$ cat config.mk
export PLATFORM = sky130hd
export DESIGN_NAME = oriented_box_grow_to_point_flat
export DESIGN_NICKNAME = d
export VERILOG_FILES = /design/src/rtl/obgp_pkg.sv /design/src/rtl/obgp_ifs.sv /design/src/rtl/obgp_useq.sv /design/src/rtl/oriented_box_grow_to_point.sv /design/src/flat_wrapper.sv
export SDC_FILE = /design/constraint.sdc
export NUM_CORES = 2
export LEC_CHECK = 0
export BUFFER_PORTS_ARGS = -buffer_cell sky130_fd_sc_hd__buf_2
export CAP_MARGIN = 0
export CORE_UTILIZATION = 60
export DETAILED_ROUTE_END_ITERATION = 16
export GPL_TIMING_DRIVEN = 1
export PLACE_DENSITY = 0.77
export RECOVER_POWER = 100
export SETUP_SLACK_MARGIN = 0.15
export SLEW_MARGIN = 20
export SYNTH_ARGS = -nofsm -noshare
export SYNTH_HDL_FRONTEND = slang
export SYNTH_SLANG_ARGS = --single-unit
$ cat constraint.sdc
create_clock -name clk_i -period 18.6 [get_ports clk_i]
set_input_delay 2.79 -clock clk_i [delete_from_list [all_inputs] [get_ports clk_i]]
set_output_delay 2.79 -clock clk_i [all_outputs]
set_load 0.1 [all_outputs]
$ cat src/rtl/obgp_pkg.sv
// obgp_pkg: shared constants, types and microcode ROM for the oriented box grower.
// No dependencies; used by every other file of the block but obgp_checker.
package obgp_pkg;

  // Default widths of the block
  localparam int COORD_BITS_DEF = 20;
  localparam int BASIS_BITS_DEF = 16;

  // Configuration port
  localparam int CFG_IDX_W = 3;

  typedef enum logic [CFG_IDX_W-1:0] {
    REG_AXIS_I       = 3'd0,
    REG_AXIS_J       = 3'd1,
    REG_AXIS_K       = 3'd2,
    REG_START_CENTER = 3'd3,
    REG_START_HALF   = 3'd4
  } cfg_reg_e;

  // Reset values of the basis registers, truncated to the packed width
  localparam logic [63:0] AXIS_I_RST = 64'd16384;
  localparam logic [63:0] AXIS_J_RST = 64'd268435456;
  localparam logic [63:0] AXIS_K_RST = 64'd1099511627776;

  // Microcode
  localparam int STEP_W = 4;
  typedef logic [STEP_W-1:0] step_t;
  typedef logic [1:0]        axis_idx_t;

  typedef enum logic [1:0] {
    MUL_NONE,
    MUL_PROJ,
    MUL_MOVE
  } mul_op_e;

  typedef enum logic [1:0] {
    JMP_NEXT,
    JMP_WAIT_IN,
    JMP_WAIT_OUT
  } jump_e;

  typedef struct packed {
    mul_op_e   mul_op;
    axis_idx_t mul_axis;
    logic      sum_en;
    axis_idx_t sum_axis;
    logic      grow_en;
    axis_idx_t grow_axis;
    logic      apply_en;
    axis_idx_t apply_axis;
    jump_e     jump;
    step_t     target;
  } ucw_t;

  // Sequencer to datapath
  typedef struct packed {
    ucw_t cw;
    logic accept;
    logic emit;
  } seq_ctrl_t;

  localparam step_t STEP_IDLE = 4'd0;

  // Program: projections on three lanes, then grow / move / apply per axis.
  function automatic ucw_t ucode(input step_t step);
    ucw_t cw;
    cw            = '0;
    cw.mul_op     = MUL_NONE;
    cw.jump       = JMP_NEXT;
    cw.target     = STEP_IDLE;
    unique case (step)
      4'd0: cw.jump = JMP_WAIT_IN;
      4'd1: begin
        cw.mul_op = MUL_PROJ; cw.mul_axis = 2'd0;
      end
      4'd2: begin
        cw.mul_op = MUL_PROJ; cw.mul_axis = 2'd1;
        cw.sum_en = 1'b1;     cw.sum_axis = 2'd0;
      end
      4'd3: begin
        cw.mul_op = MUL_PROJ; cw.mul_axis = 2'd2;
        cw.sum_en = 1'b1;     cw.sum_axis = 2'd1;
      end
      4'd4: begin
        cw.sum_en  = 1'b1; cw.sum_axis  = 2'd2;
        cw.grow_en = 1'b1; cw.grow_axis = 2'd0;
      end
      4'd5: begin
        cw.mul_op  = MUL_MOVE; cw.mul_axis  = 2'd0;
        cw.grow_en = 1'b1;     cw.grow_axis = 2'd1;
      end
      4'd6: begin
        cw.apply_en = 1'b1;     cw.apply_axis = 2'd0;
        cw.mul_op   = MUL_MOVE; cw.mul_axis   = 2'd1;
        cw.grow_en  = 1'b1;     cw.grow_axis  = 2'd2;
      end
      4'd7: begin
        cw.apply_en = 1'b1;     cw.apply_axis = 2'd1;
        cw.mul_op   = MUL_MOVE; cw.mul_axis   = 2'd2;
      end
      4'd8: begin
        cw.apply_en = 1'b1; cw.apply_axis = 2'd2;
      end
      4'd9: begin
        cw.jump   = JMP_WAIT_OUT;
        cw.target = STEP_IDLE;
      end
      default: begin
        cw.jump   = JMP_WAIT_OUT;
        cw.target = STEP_IDLE;
      end
    endcase
    return cw;
  endfunction

endpackage

$ cat src/rtl/obgp_ifs.sv
// obgp_ifs: valid/ready channel interfaces of the oriented box grower.
// Depends on obgp_pkg for the configuration index width.
interface obgp_point_if #(
  parameter int COORD_BITS = 20
);
  logic                         valid;
  logic                         ready;
  logic signed [COORD_BITS-1:0] point_x;
  logic signed [COORD_BITS-1:0] point_y;
  logic signed [COORD_BITS-1:0] point_z;
  logic                         restart;

  modport source (output valid, point_x, point_y, point_z, restart, input ready);
  modport sink   (input valid, point_x, point_y, point_z, restart, output ready);
endinterface

interface obgp_box_if #(
  parameter int COORD_BITS = 20
);
  logic                         valid;
  logic                         ready;
  logic signed [COORD_BITS-1:0] center_x;
  logic signed [COORD_BITS-1:0] center_y;
  logic signed [COORD_BITS-1:0] center_z;
  logic        [COORD_BITS-2:0] half_i;
  logic        [COORD_BITS-2:0] half_j;
  logic        [COORD_BITS-2:0] half_k;

  modport source (output valid, center_x, center_y, center_z, half_i, half_j, half_k,
                  input ready);
  modport sink   (input valid, center_x, center_y, center_z, half_i, half_j, half_k,
                  output ready);
endinterface

interface obgp_cfg_if #(
  parameter int DATA_W = 60
);
  logic                           valid;
  logic                           ready;
  logic [obgp_pkg::CFG_IDX_W-1:0] index;
  logic [DATA_W-1:0]              data;

  modport source (output valid, index, data, input ready);
  modport sink   (input valid, index, data, output ready);
endinterface

$ cat src/rtl/obgp_useq.sv
// obgp_useq: microcode sequencer - step counter, control ROM and conditional jumps.
// Depends on obgp_pkg (control word type and ROM function).
module obgp_useq (
  input  logic                clk_i,
  input  logic                rst_ni,
  input  logic                in_valid_i,
  input  logic                out_free_i,
  output logic                in_ready_o,
  output obgp_pkg::seq_ctrl_t ctrl_o
);
  import obgp_pkg::*;

  step_t step_q, step_d;
  ucw_t  cw;

  assign cw = ucode(step_q);

  always_comb begin
    step_d        = step_q + step_t'(1);
    ctrl_o.cw     = cw;
    ctrl_o.accept = 1'b0;
    ctrl_o.emit   = 1'b0;
    unique case (cw.jump)
      JMP_WAIT_IN: begin
        ctrl_o.accept = in_valid_i;
        if (!in_valid_i) step_d = step_q;
      end
      JMP_WAIT_OUT: begin
        ctrl_o.emit = out_free_i;
        step_d      = out_free_i ? cw.target : step_q;
      end
      default: ;
    endcase
  end

  assign in_ready_o = (cw.jump == JMP_WAIT_IN);

  always_ff @(posedge clk_i or negedge rst_ni) begin
    if (!rst_ni) begin
      step_q <= STEP_IDLE;
    end else begin
      step_q <= step_d;
    end
  end

endmodule

$ cat src/rtl/oriented_box_grow_to_point.sv
// Oriented box grower: one point item in, one updated box item out.
// A new point is taken only after the last one's result is in the result register, which
// frees the input side while that result waits. The microcode program runs accept and emit
// steps around three projection and three move passes over three shared lane multipliers.
// Reset is asynchronous active low: box zero, basis and start registers to their reset
// values, sequencer idle, no result pending.
module oriented_box_grow_to_point #(
  parameter int COORD_BITS = obgp_pkg::COORD_BITS_DEF,
  parameter int BASIS_BITS = obgp_pkg::BASIS_BITS_DEF
) (
  input  logic clk_i,
  input  logic rst_ni,
  obgp_point_if.sink  point_i,
  obgp_box_if.source  box_o,
  obgp_cfg_if.sink    cfg_i
);
  import obgp_pkg::*;

  // Widths. Basis components are Q1.(BASIS_BITS-2).
  localparam int FRAC    = BASIS_BITS - 2;
  localparam int AXIS_W  = 3 * BASIS_BITS;
  localparam int PACK_W  = 3 * COORD_BITS;
  localparam int HALF_W  = COORD_BITS - 1;
  localparam int MUL_A_W = COORD_BITS + 5;   // offset or signed growth
  localparam int PROD_W  = MUL_A_W + BASIS_BITS;
  localparam int SUM_W   = PROD_W + 2;
  localparam int PROJ_W  = MUL_A_W;
  localparam int MOVE_W  = PROD_W - FRAC;
  localparam int CACC_W  = MOVE_W + 1;

  localparam logic signed [SUM_W-1:0]  SUM_RND  = SUM_W'(1) << (FRAC - 1);
  localparam logic signed [PROD_W-1:0] PROD_RND = PROD_W'(1) << (FRAC - 1);
  localparam logic [PROJ_W-1:0]        HALF_MAX_P = PROJ_W'({HALF_W{1'b1}});
  localparam logic signed [CACC_W-1:0] C_MAX = CACC_W'({1'b0, {(COORD_BITS-1){1'b1}}});
  localparam logic signed [CACC_W-1:0] C_MIN = -C_MAX - CACC_W'(1);

  // ---------------------------------------------------------------------------------
  // Configuration registers; writes are always taken, unknown indexes ignored.
  // ---------------------------------------------------------------------------------
  logic [AXIS_W-1:0] axis_q [3];
  logic [PACK_W-1:0] start_center_q;
  logic [PACK_W-1:0] start_half_q;

  assign cfg_i.ready = 1'b1;

  always_ff @(posedge clk_i or negedge rst_ni) begin
    if (!rst_ni) begin
      axis_q[0]      <= AXIS_W'(AXIS_I_RST);
      axis_q[1]      <= AXIS_W'(AXIS_J_RST);
      axis_q[2]      <= AXIS_W'(AXIS_K_RST);
      start_center_q <= '0;
      start_half_q   <= '0;
    end else if (cfg_i.valid) begin
      unique case (cfg_i.index)
        REG_AXIS_I:       axis_q[0]      <= cfg_i.data[AXIS_W-1:0];
        REG_AXIS_J:       axis_q[1]      <= cfg_i.data[AXIS_W-1:0];
        REG_AXIS_K:       axis_q[2]      <= cfg_i.data[AXIS_W-1:0];
        REG_START_CENTER: start_center_q <= cfg_i.data[PACK_W-1:0];
        REG_START_HALF:   start_half_q   <= cfg_i.data[PACK_W-1:0];
        default: ;
      endcase
    end
  end

  // Unpacked basis components: ax_comp[axis][x/y/z]
  logic signed [BASIS_BITS-1:0] ax_comp [3][3];
  always_comb begin
    for (int a = 0; a < 3; a++) begin
      for (int n = 0; n < 3; n++) begin
        ax_comp[a][n] = axis_q[a][n*BASIS_BITS +: BASIS_BITS];
      end
    end
  end

  // ---------------------------------------------------------------------------------
  // Sequencer
  // ---------------------------------------------------------------------------------
  seq_ctrl_t ctrl;
  logic      out_valid_q;
  logic      out_free;

  assign out_free = !out_valid_q || box_o.ready;

  obgp_useq u_seq (
    .clk_i      (clk_i),
    .rst_ni     (rst_ni),
    .in_valid_i (point_i.valid),
    .out_free_i (out_free),
    .in_ready_o (point_i.ready),
    .ctrl_o     (ctrl)
  );

  // ---------------------------------------------------------------------------------
  // Datapath state
  // ---------------------------------------------------------------------------------
  logic signed [COORD_BITS-1:0] center_q [3];
  logic        [HALF_W-1:0]     half_q   [3];
  logic signed [COORD_BITS-1:0] point_q  [3];
  logic signed [PROJ_W-1:0]     proj_q   [3];
  logic signed [MUL_A_W-1:0]    shg_q    [3];  // growth with the projection's sign applied
  logic                         grow_q   [3];
  logic signed [PROD_W-1:0]     prod_q   [3];

  logic signed [COORD_BITS-1:0] in_pt [3];
  assign in_pt[0] = point_i.point_x;
  assign in_pt[1] = point_i.point_y;
  assign in_pt[2] = point_i.point_z;

  // Three lane multipliers: offset * component for projections, growth * component
  // for centre moves.
  logic signed [PROD_W-1:0]     prod_d [3];
  logic signed [MUL_A_W-1:0]    mul_a  [3];
  logic signed [BASIS_BITS-1:0] mul_b  [3];
  always_comb begin
    for (int n = 0; n < 3; n++) begin
      mul_b[n] = ax_comp[ctrl.cw.mul_axis][n];
      if (ctrl.cw.mul_op == MUL_PROJ) begin
        mul_a[n] = MUL_A_W'(point_q[n]) - MUL_A_W'(center_q[n]);
      end else begin
        mul_a[n] = shg_q[ctrl.cw.mul_axis];
      end
      prod_d[n] = mul_a[n] * mul_b[n];
    end
  end

  // Projection: sum the three lane products and round, ties towards +inf.
  logic signed [SUM_W-1:0]  sum_rnd;
  logic signed [PROJ_W-1:0] proj_d;
  assign sum_rnd = SUM_W'(prod_q[0]) + SUM_W'(prod_q[1]) + SUM_W'(prod_q[2]) + SUM_RND;
  assign proj_d  = sum_rnd[FRAC +: PROJ_W];

  // Growth on one axis: half the excess of |proj| over the half extent.
  logic signed [PROJ_W-1:0] grow_proj;
  logic                     grow_neg;
  logic [PROJ_W-1:0]        grow_mag;
  logic [PROJ_W-1:0]        grow_half;
  logic [PROJ_W-1:0]        grow_hg;
  logic [PROJ_W-1:0]        grow_nh;
  logic                     grow_hit;
  logic [HALF_W-1:0]        grow_nh_sat;
  logic signed [MUL_A_W-1:0] grow_shg;
  always_comb begin
    grow_proj   = proj_q[ctrl.cw.grow_axis];
    grow_neg    = grow_proj[PROJ_W-1];
    grow_mag    = grow_neg ? (~grow_proj + PROJ_W'(1)) : grow_proj;
    grow_half   = PROJ_W'(half_q[ctrl.cw.grow_axis]);
    grow_hit    = grow_half < grow_mag;
    grow_hg     = (grow_mag - grow_half) >> 1;
    grow_nh     = grow_half + grow_hg;
    grow_nh_sat = (grow_nh > HALF_MAX_P) ? {HALF_W{1'b1}} : grow_nh[HALF_W-1:0];
    grow_shg    = grow_neg ? -signed'(grow_hg) : signed'(grow_hg);
  end

  // Centre move per lane, rounded then saturated.
  logic signed [COORD_BITS-1:0] center_mv [3];
  logic signed [PROD_W-1:0]     mv_rnd    [3];
  logic signed [CACC_W-1:0]     mv_sum    [3];
  always_comb begin
    for (int n = 0; n < 3; n++) begin
      mv_rnd[n] = prod_q[n] + PROD_RND;
      mv_sum[n] = CACC_W'(center_q[n]) + CACC_W'(signed'(mv_rnd[n][PROD_W-1:FRAC]));
      if (mv_sum[n] > C_MAX) begin
        center_mv[n] = C_MAX[COORD_BITS-1:0];
      end else if (mv_sum[n] < C_MIN) begin
        center_mv[n] = C_MIN[COORD_BITS-1:0];
      end else begin
        center_mv[n] = mv_sum[n][COORD_BITS-1:0];
      end
    end
  end

  // Box state: reset to zero, reloaded from the start registers on restart.
  logic [COORD_BITS-1:0] start_h [3];
  always_comb begin
    for (int n = 0; n < 3; n++) begin
      start_h[n] = start_half_q[n*COORD_BITS +: COORD_BITS];
    end
  end

  always_ff @(posedge clk_i or negedge rst_ni) begin
    if (!rst_ni) begin
      for (int n = 0; n < 3; n++) begin
        center_q[n] <= '0;
        half_q[n]   <= '0;
      end
    end else if (ctrl.accept && point_i.restart) begin
      for (int n = 0; n < 3; n++) begin
        center_q[n] <= start_center_q[n*COORD_BITS +: COORD_BITS];
        half_q[n]   <= start_h[n][COORD_BITS-1] ? {HALF_W{1'b1}} : start_h[n][HALF_W-1:0];
      end
    end else begin
      if (ctrl.cw.grow_en && grow_hit) begin
        half_q[ctrl.cw.grow_axis] <= grow_nh_sat;
      end
      if (ctrl.cw.apply_en && grow_q[ctrl.cw.apply_axis]) begin
        for (int n = 0; n < 3; n++) begin
          center_q[n] <= center_mv[n];
        end
      end
    end
  end

  // Working registers: no reset needed.
  always_ff @(posedge clk_i) begin
    if (ctrl.accept) begin
      for (int n = 0; n < 3; n++) point_q[n] <= in_pt[n];
    end
    if (ctrl.cw.mul_op != MUL_NONE) begin
      for (int n = 0; n < 3; n++) prod_q[n] <= prod_d[n];
    end
    if (ctrl.cw.sum_en) begin
      proj_q[ctrl.cw.sum_axis] <= proj_d;
    end
    if (ctrl.cw.grow_en) begin
      shg_q[ctrl.cw.grow_axis]  <= grow_shg;
      grow_q[ctrl.cw.grow_axis] <= grow_hit;
    end
  end

  // ---------------------------------------------------------------------------------
  // Result register
  // ---------------------------------------------------------------------------------
  logic signed [COORD_BITS-1:0] out_center_q [3];
  logic        [HALF_W-1:0]     out_half_q   [3];

  always_ff @(posedge clk_i or negedge rst_ni) begin
    if (!rst_ni) begin
      out_valid_q <= 1'b0;
    end else if (ctrl.emit) begin
      out_valid_q <= 1'b1;
    end else if (box_o.ready) begin
      out_valid_q <= 1'b0;
    end
  end

  always_ff @(posedge clk_i) begin
    if (ctrl.emit) begin
      for (int n = 0; n < 3; n++) begin
        out_center_q[n] <= center_q[n];
        out_half_q[n]   <= half_q[n];
      end
    end
  end

  assign box_o.valid    = out_valid_q;
  assign box_o.center_x = out_center_q[0];
  assign box_o.center_y = out_center_q[1];
  assign box_o.center_z = out_center_q[2];
  assign box_o.half_i   = out_half_q[0];
  assign box_o.half_j   = out_half_q[1];
  assign box_o.half_k   = out_half_q[2];

endmodule

$ cat src/flat_wrapper.sv
// flat-port wrapper written by rule: the top's interface ports become plain ports
module oriented_box_grow_to_point_flat import obgp_pkg::*;
#(
  parameter int COORD_BITS = obgp_pkg::COORD_BITS_DEF,
  parameter int BASIS_BITS = obgp_pkg::BASIS_BITS_DEF
)
  (clk_i, rst_ni, point_i_valid, point_i_point_x, point_i_point_y, point_i_point_z, point_i_restart, point_i_ready, box_o_valid, box_o_center_x, box_o_center_y, box_o_center_z, box_o_half_i, box_o_half_j, box_o_half_k, box_o_ready, cfg_i_valid, cfg_i_index, cfg_i_data, cfg_i_ready);
  obgp_point_if #(.COORD_BITS(COORD_BITS)) point_i_i ();
  obgp_box_if #(.COORD_BITS(COORD_BITS)) box_o_i ();
  obgp_cfg_if #(.DATA_W((60))) cfg_i_i ();
  input  logic clk_i;
  input  logic rst_ni;
  input wire logic [$bits(point_i_i.valid)-1:0] point_i_valid;
  input wire logic [$bits(point_i_i.point_x)-1:0] point_i_point_x;
  input wire logic [$bits(point_i_i.point_y)-1:0] point_i_point_y;
  input wire logic [$bits(point_i_i.point_z)-1:0] point_i_point_z;
  input wire logic [$bits(point_i_i.restart)-1:0] point_i_restart;
  output wire logic [$bits(point_i_i.ready)-1:0] point_i_ready;
  output wire logic [$bits(box_o_i.valid)-1:0] box_o_valid;
  output wire logic [$bits(box_o_i.center_x)-1:0] box_o_center_x;
  output wire logic [$bits(box_o_i.center_y)-1:0] box_o_center_y;
  output wire logic [$bits(box_o_i.center_z)-1:0] box_o_center_z;
  output wire logic [$bits(box_o_i.half_i)-1:0] box_o_half_i;
  output wire logic [$bits(box_o_i.half_j)-1:0] box_o_half_j;
  output wire logic [$bits(box_o_i.half_k)-1:0] box_o_half_k;
  input wire logic [$bits(box_o_i.ready)-1:0] box_o_ready;
  input wire logic [$bits(cfg_i_i.valid)-1:0] cfg_i_valid;
  input wire logic [$bits(cfg_i_i.index)-1:0] cfg_i_index;
  input wire logic [$bits(cfg_i_i.data)-1:0] cfg_i_data;
  output wire logic [$bits(cfg_i_i.ready)-1:0] cfg_i_ready;
  assign point_i_i.valid = point_i_valid;
  assign point_i_i.point_x = point_i_point_x;
  assign point_i_i.point_y = point_i_point_y;
  assign point_i_i.point_z = point_i_point_z;
  assign point_i_i.restart = point_i_restart;
  assign point_i_ready = point_i_i.ready;
  assign box_o_valid = box_o_i.valid;
  assign box_o_center_x = box_o_i.center_x;
  assign box_o_center_y = box_o_i.center_y;
  assign box_o_center_z = box_o_i.center_z;
  assign box_o_half_i = box_o_i.half_i;
  assign box_o_half_j = box_o_i.half_j;
  assign box_o_half_k = box_o_i.half_k;
  assign box_o_i.ready = box_o_ready;
  assign cfg_i_i.valid = cfg_i_valid;
  assign cfg_i_i.index = cfg_i_index;
  assign cfg_i_i.data = cfg_i_data;
  assign cfg_i_ready = cfg_i_i.ready;
  oriented_box_grow_to_point #(.COORD_BITS(COORD_BITS), .BASIS_BITS(BASIS_BITS)) u_core (.clk_i(clk_i), .rst_ni(rst_ni), .point_i(point_i_i), .box_o(box_o_i), .cfg_i(cfg_i_i));
endmodule
==> results_dict.tcl <==
set metrics [dict create \
    startpoint "u_core.u_seq.step_q[3]" \
    ys_seq_elements 839 \
    place_area_um2 92400 \
    grt_usage_pct 39.6 \
    cts_root_buf "clkbuf_16" \
    start_util_pct 60.7 \
    post-route-period-util_pct 74.5 \
    clock-sinks 839 \
    avgSynthCellArea_um2 9.76 \
    final_cell_mix "1432 x inv_1, 1211 x fa_1, 925 x nand2_1" \
    cts_max_level 3 \
    clkLatencyLatePin_ps 770 \
    slowest_stage "clkbuf_1" \
    final_cell_area_um2 95200 \
    drc 0 \
    cts_hold_buf 0 \
    cts_buffer_depth 3 \
    io_buffers 247 \
    hold_path.class "reg -> reg" \
    ys.flop_type "edfxtp_1" \
    synth_fp_nets 11000 \
    syn_inst 9082 \
    ys_top_cells_by_area "fa_1 27%, edfxtp_1 15%, dfrtp_1 11%" \
    synth_edf_count 453 \
    syn_area_um2 88700 \
    finalMaxSlewViolations 1179 \
    slowest_delay_ps 1720 \
    relSlewSlack_pct -296 \
    setup_viol 0 \
    grt_pass1_vias 71600 \
    ys_seq_area_share_pct 26.2 \
    ioPinCount 249 \
    rows 140 \
    path_clk_slew_ps 60 \
    cp-end-kind "flip-flop" \
    fin_worst_skew_ps 98.5 \
    nets 11100 \
    cp.required_ps 19190 \
    vias_per_cell 6.28 \
    status "finished with violations" \
    hpwlAfterDp_um 229000 \
    yosys.area.top_type "fa_1" \
    ys_warn_count 0 \
    place.gp.congestion 1.01 \
    avgRoutedWirePerCell_um 26.2 \
    crit_arrival_ps 14450 \
    grt_max_degree 154 \
    rsz0062_at_grt "false" \
    drt_iter0_markers 7838 \
    final_common_cell "inv_1" \
    async_flop_share_pct 46.0 \
    die-area_um2 149000 \
    critPathKind "reg -> reg" \
    vias 70500 \
    areaGrowthSynthToFinish_pct 7.41 \
    grt_first_pass_wirelength_um 439000 \
    cts_made_buffers 92 \
    cts_tree "yes" \
    drt-total-wl_um 294000 \
    core_area_um2 146000 \
    r2r_start "u_core.u_seq.step_q[3]" \
    drive_gt1_share_pct 8.05 \
    instances_no_fill 11200 \
    synth_top_area_share_pct 27.3 \
    hold_path_startpoint "u_core.center_q[43]" \
    dp.cells 11000 \
    layout_setup_ws_ps 4750 \
    post_cts.repair.setup_buffers 0 \
    violations "capacitance limit, slew limit" \
    die_y_um 386 \
    dr.pass1.iters 6 \
    cts_resized 0 \
    post-route-min-period_ps 13850 \
    finalSetupTns_ps 0 \
    max_clock_freq_mhz 72.2 \
    dpl_worst_slack_ps 7950 \
    grt_remaining_overflow 0 \
    startpoint_type "flip-flop" \
    final_antenna_net_count 0 \
    worst_slew_pin_slew_ps 5950 \
    fill_cells 11700 \
    crit_fanout 30 \
    synth_cell_types 91 \
    drv_cap 27 \
    die_x_um 386 \
    hold_viol_final 0 \
    antenna_found_initial 37 \
]
## area by class of cell
type / count / area [um^2] / area share (%)
well taps: 1917 / 2400 / 2.52
clock buffers: 124 / 2550 / 2.68
flip-flops and latches: 839 / 23300 / 24.4
clock inverters: 48 / 647 / 0.679
repair buffers: 392 / 2050 / 2.15
inverters: 1432 / 5380 / 5.64
multi-input cells: 6454 / 58900 / 61.9
diodes: 16 / 40.0 / 0.0420
## cells by family after synthesis
group | after synthesis | share of synthesized area (%)
simple gates | 2585 | 13.1
buf+inv | 1789 | 7.63
fa+ha+maj | 1771 | 35.2
compound gates | 1427 | 10.4
flops | 839 | 26.2
xor+xnor | 389 | 3.86
mux | 281 | 3.55
other cells | 1 | 0.00423
## worst max-delay path, delay by kind of cell, from the launching register on
kind,cells,cell delay (ps)
AO/OA/AOI/OAI,14,5170
XOR/XNOR,1,240
adder cells (fa/ha/maj),2,720
buffers and inverters,4,4700
flip-flops,1,840
AND/OR/NAND/NOR,8,1970
## flip-flops by register name, indices dropped and copies added, names as in the netlist
name,flops
u_core.ax_comp,144
u_core.prod_q,123
u_core.proj_q,75
u_core.shg_q,75
u_core.center_q,60
u_core.out_center_q,60
u_core.point_q,60
u_core.start_center_q,60
u_core.start_half_q,60
u_core.half_q,57
u_core.out_half_q,57
u_core.u_seq.step_q,4
u_core.grow_q,3
u_core.box_o.valid,1
## final timing paths
check,to,slack (ps),depth (start not counted)
worst min register to register,u_core.out_center_q[0][3],470,0
worst max-delay path,u_core.half_q[25],4750,29
worst max register to register,u_core.half_q[25],4750,29
worst min-delay path,u_core.out_center_q[0][3],470,0
min in group asynchronous,u_core.start_center_q[19],4250,1
max in group asynchronous,u_core.start_center_q[34],8340,2
## routing by layer
| layer | GRT usage, % | share of wire (%) | up-vias |
|---|---|---|---|
| met1 | 50.8 | 36 | 35100 |
| li1 | - | - | 29900 |
| met4 | 24.2 | 7.4 | 20 |
| met3 | 10.6 | 12 | 1073 |
| met2 | 60.1 | 44 | 4337 |
| met5 | 0 | 0.040 | - |
## through the flow
step,util [%],hold WS (ps)
6_report,65.2,471
3_3_place_gp,63.2,464
2_1_floorplan,-,444
3_5_place_dp,63.2,470
5_1_grt,65.2,488
4_1_cts,65.4,462
## Yosys cell counts, types with 117 or more instances
master and n:
inv_1 1431, xor2_1 117, edfxtp_1 453, xnor2_1 271, ha_1 560, nor2_1 827, nand3_1 175, mux2_2 270
o21ai_0 272, nor2b_1 125, a21oi_1 364, clkbuf_1 307, dfrtp_1 383, fa_1 1211, nand2_1 926, a21o_1 160
Power is left out: the tool's default activity adds up to more than one toggle a clock period on the data nets, which glitch-free logic cannot reach.
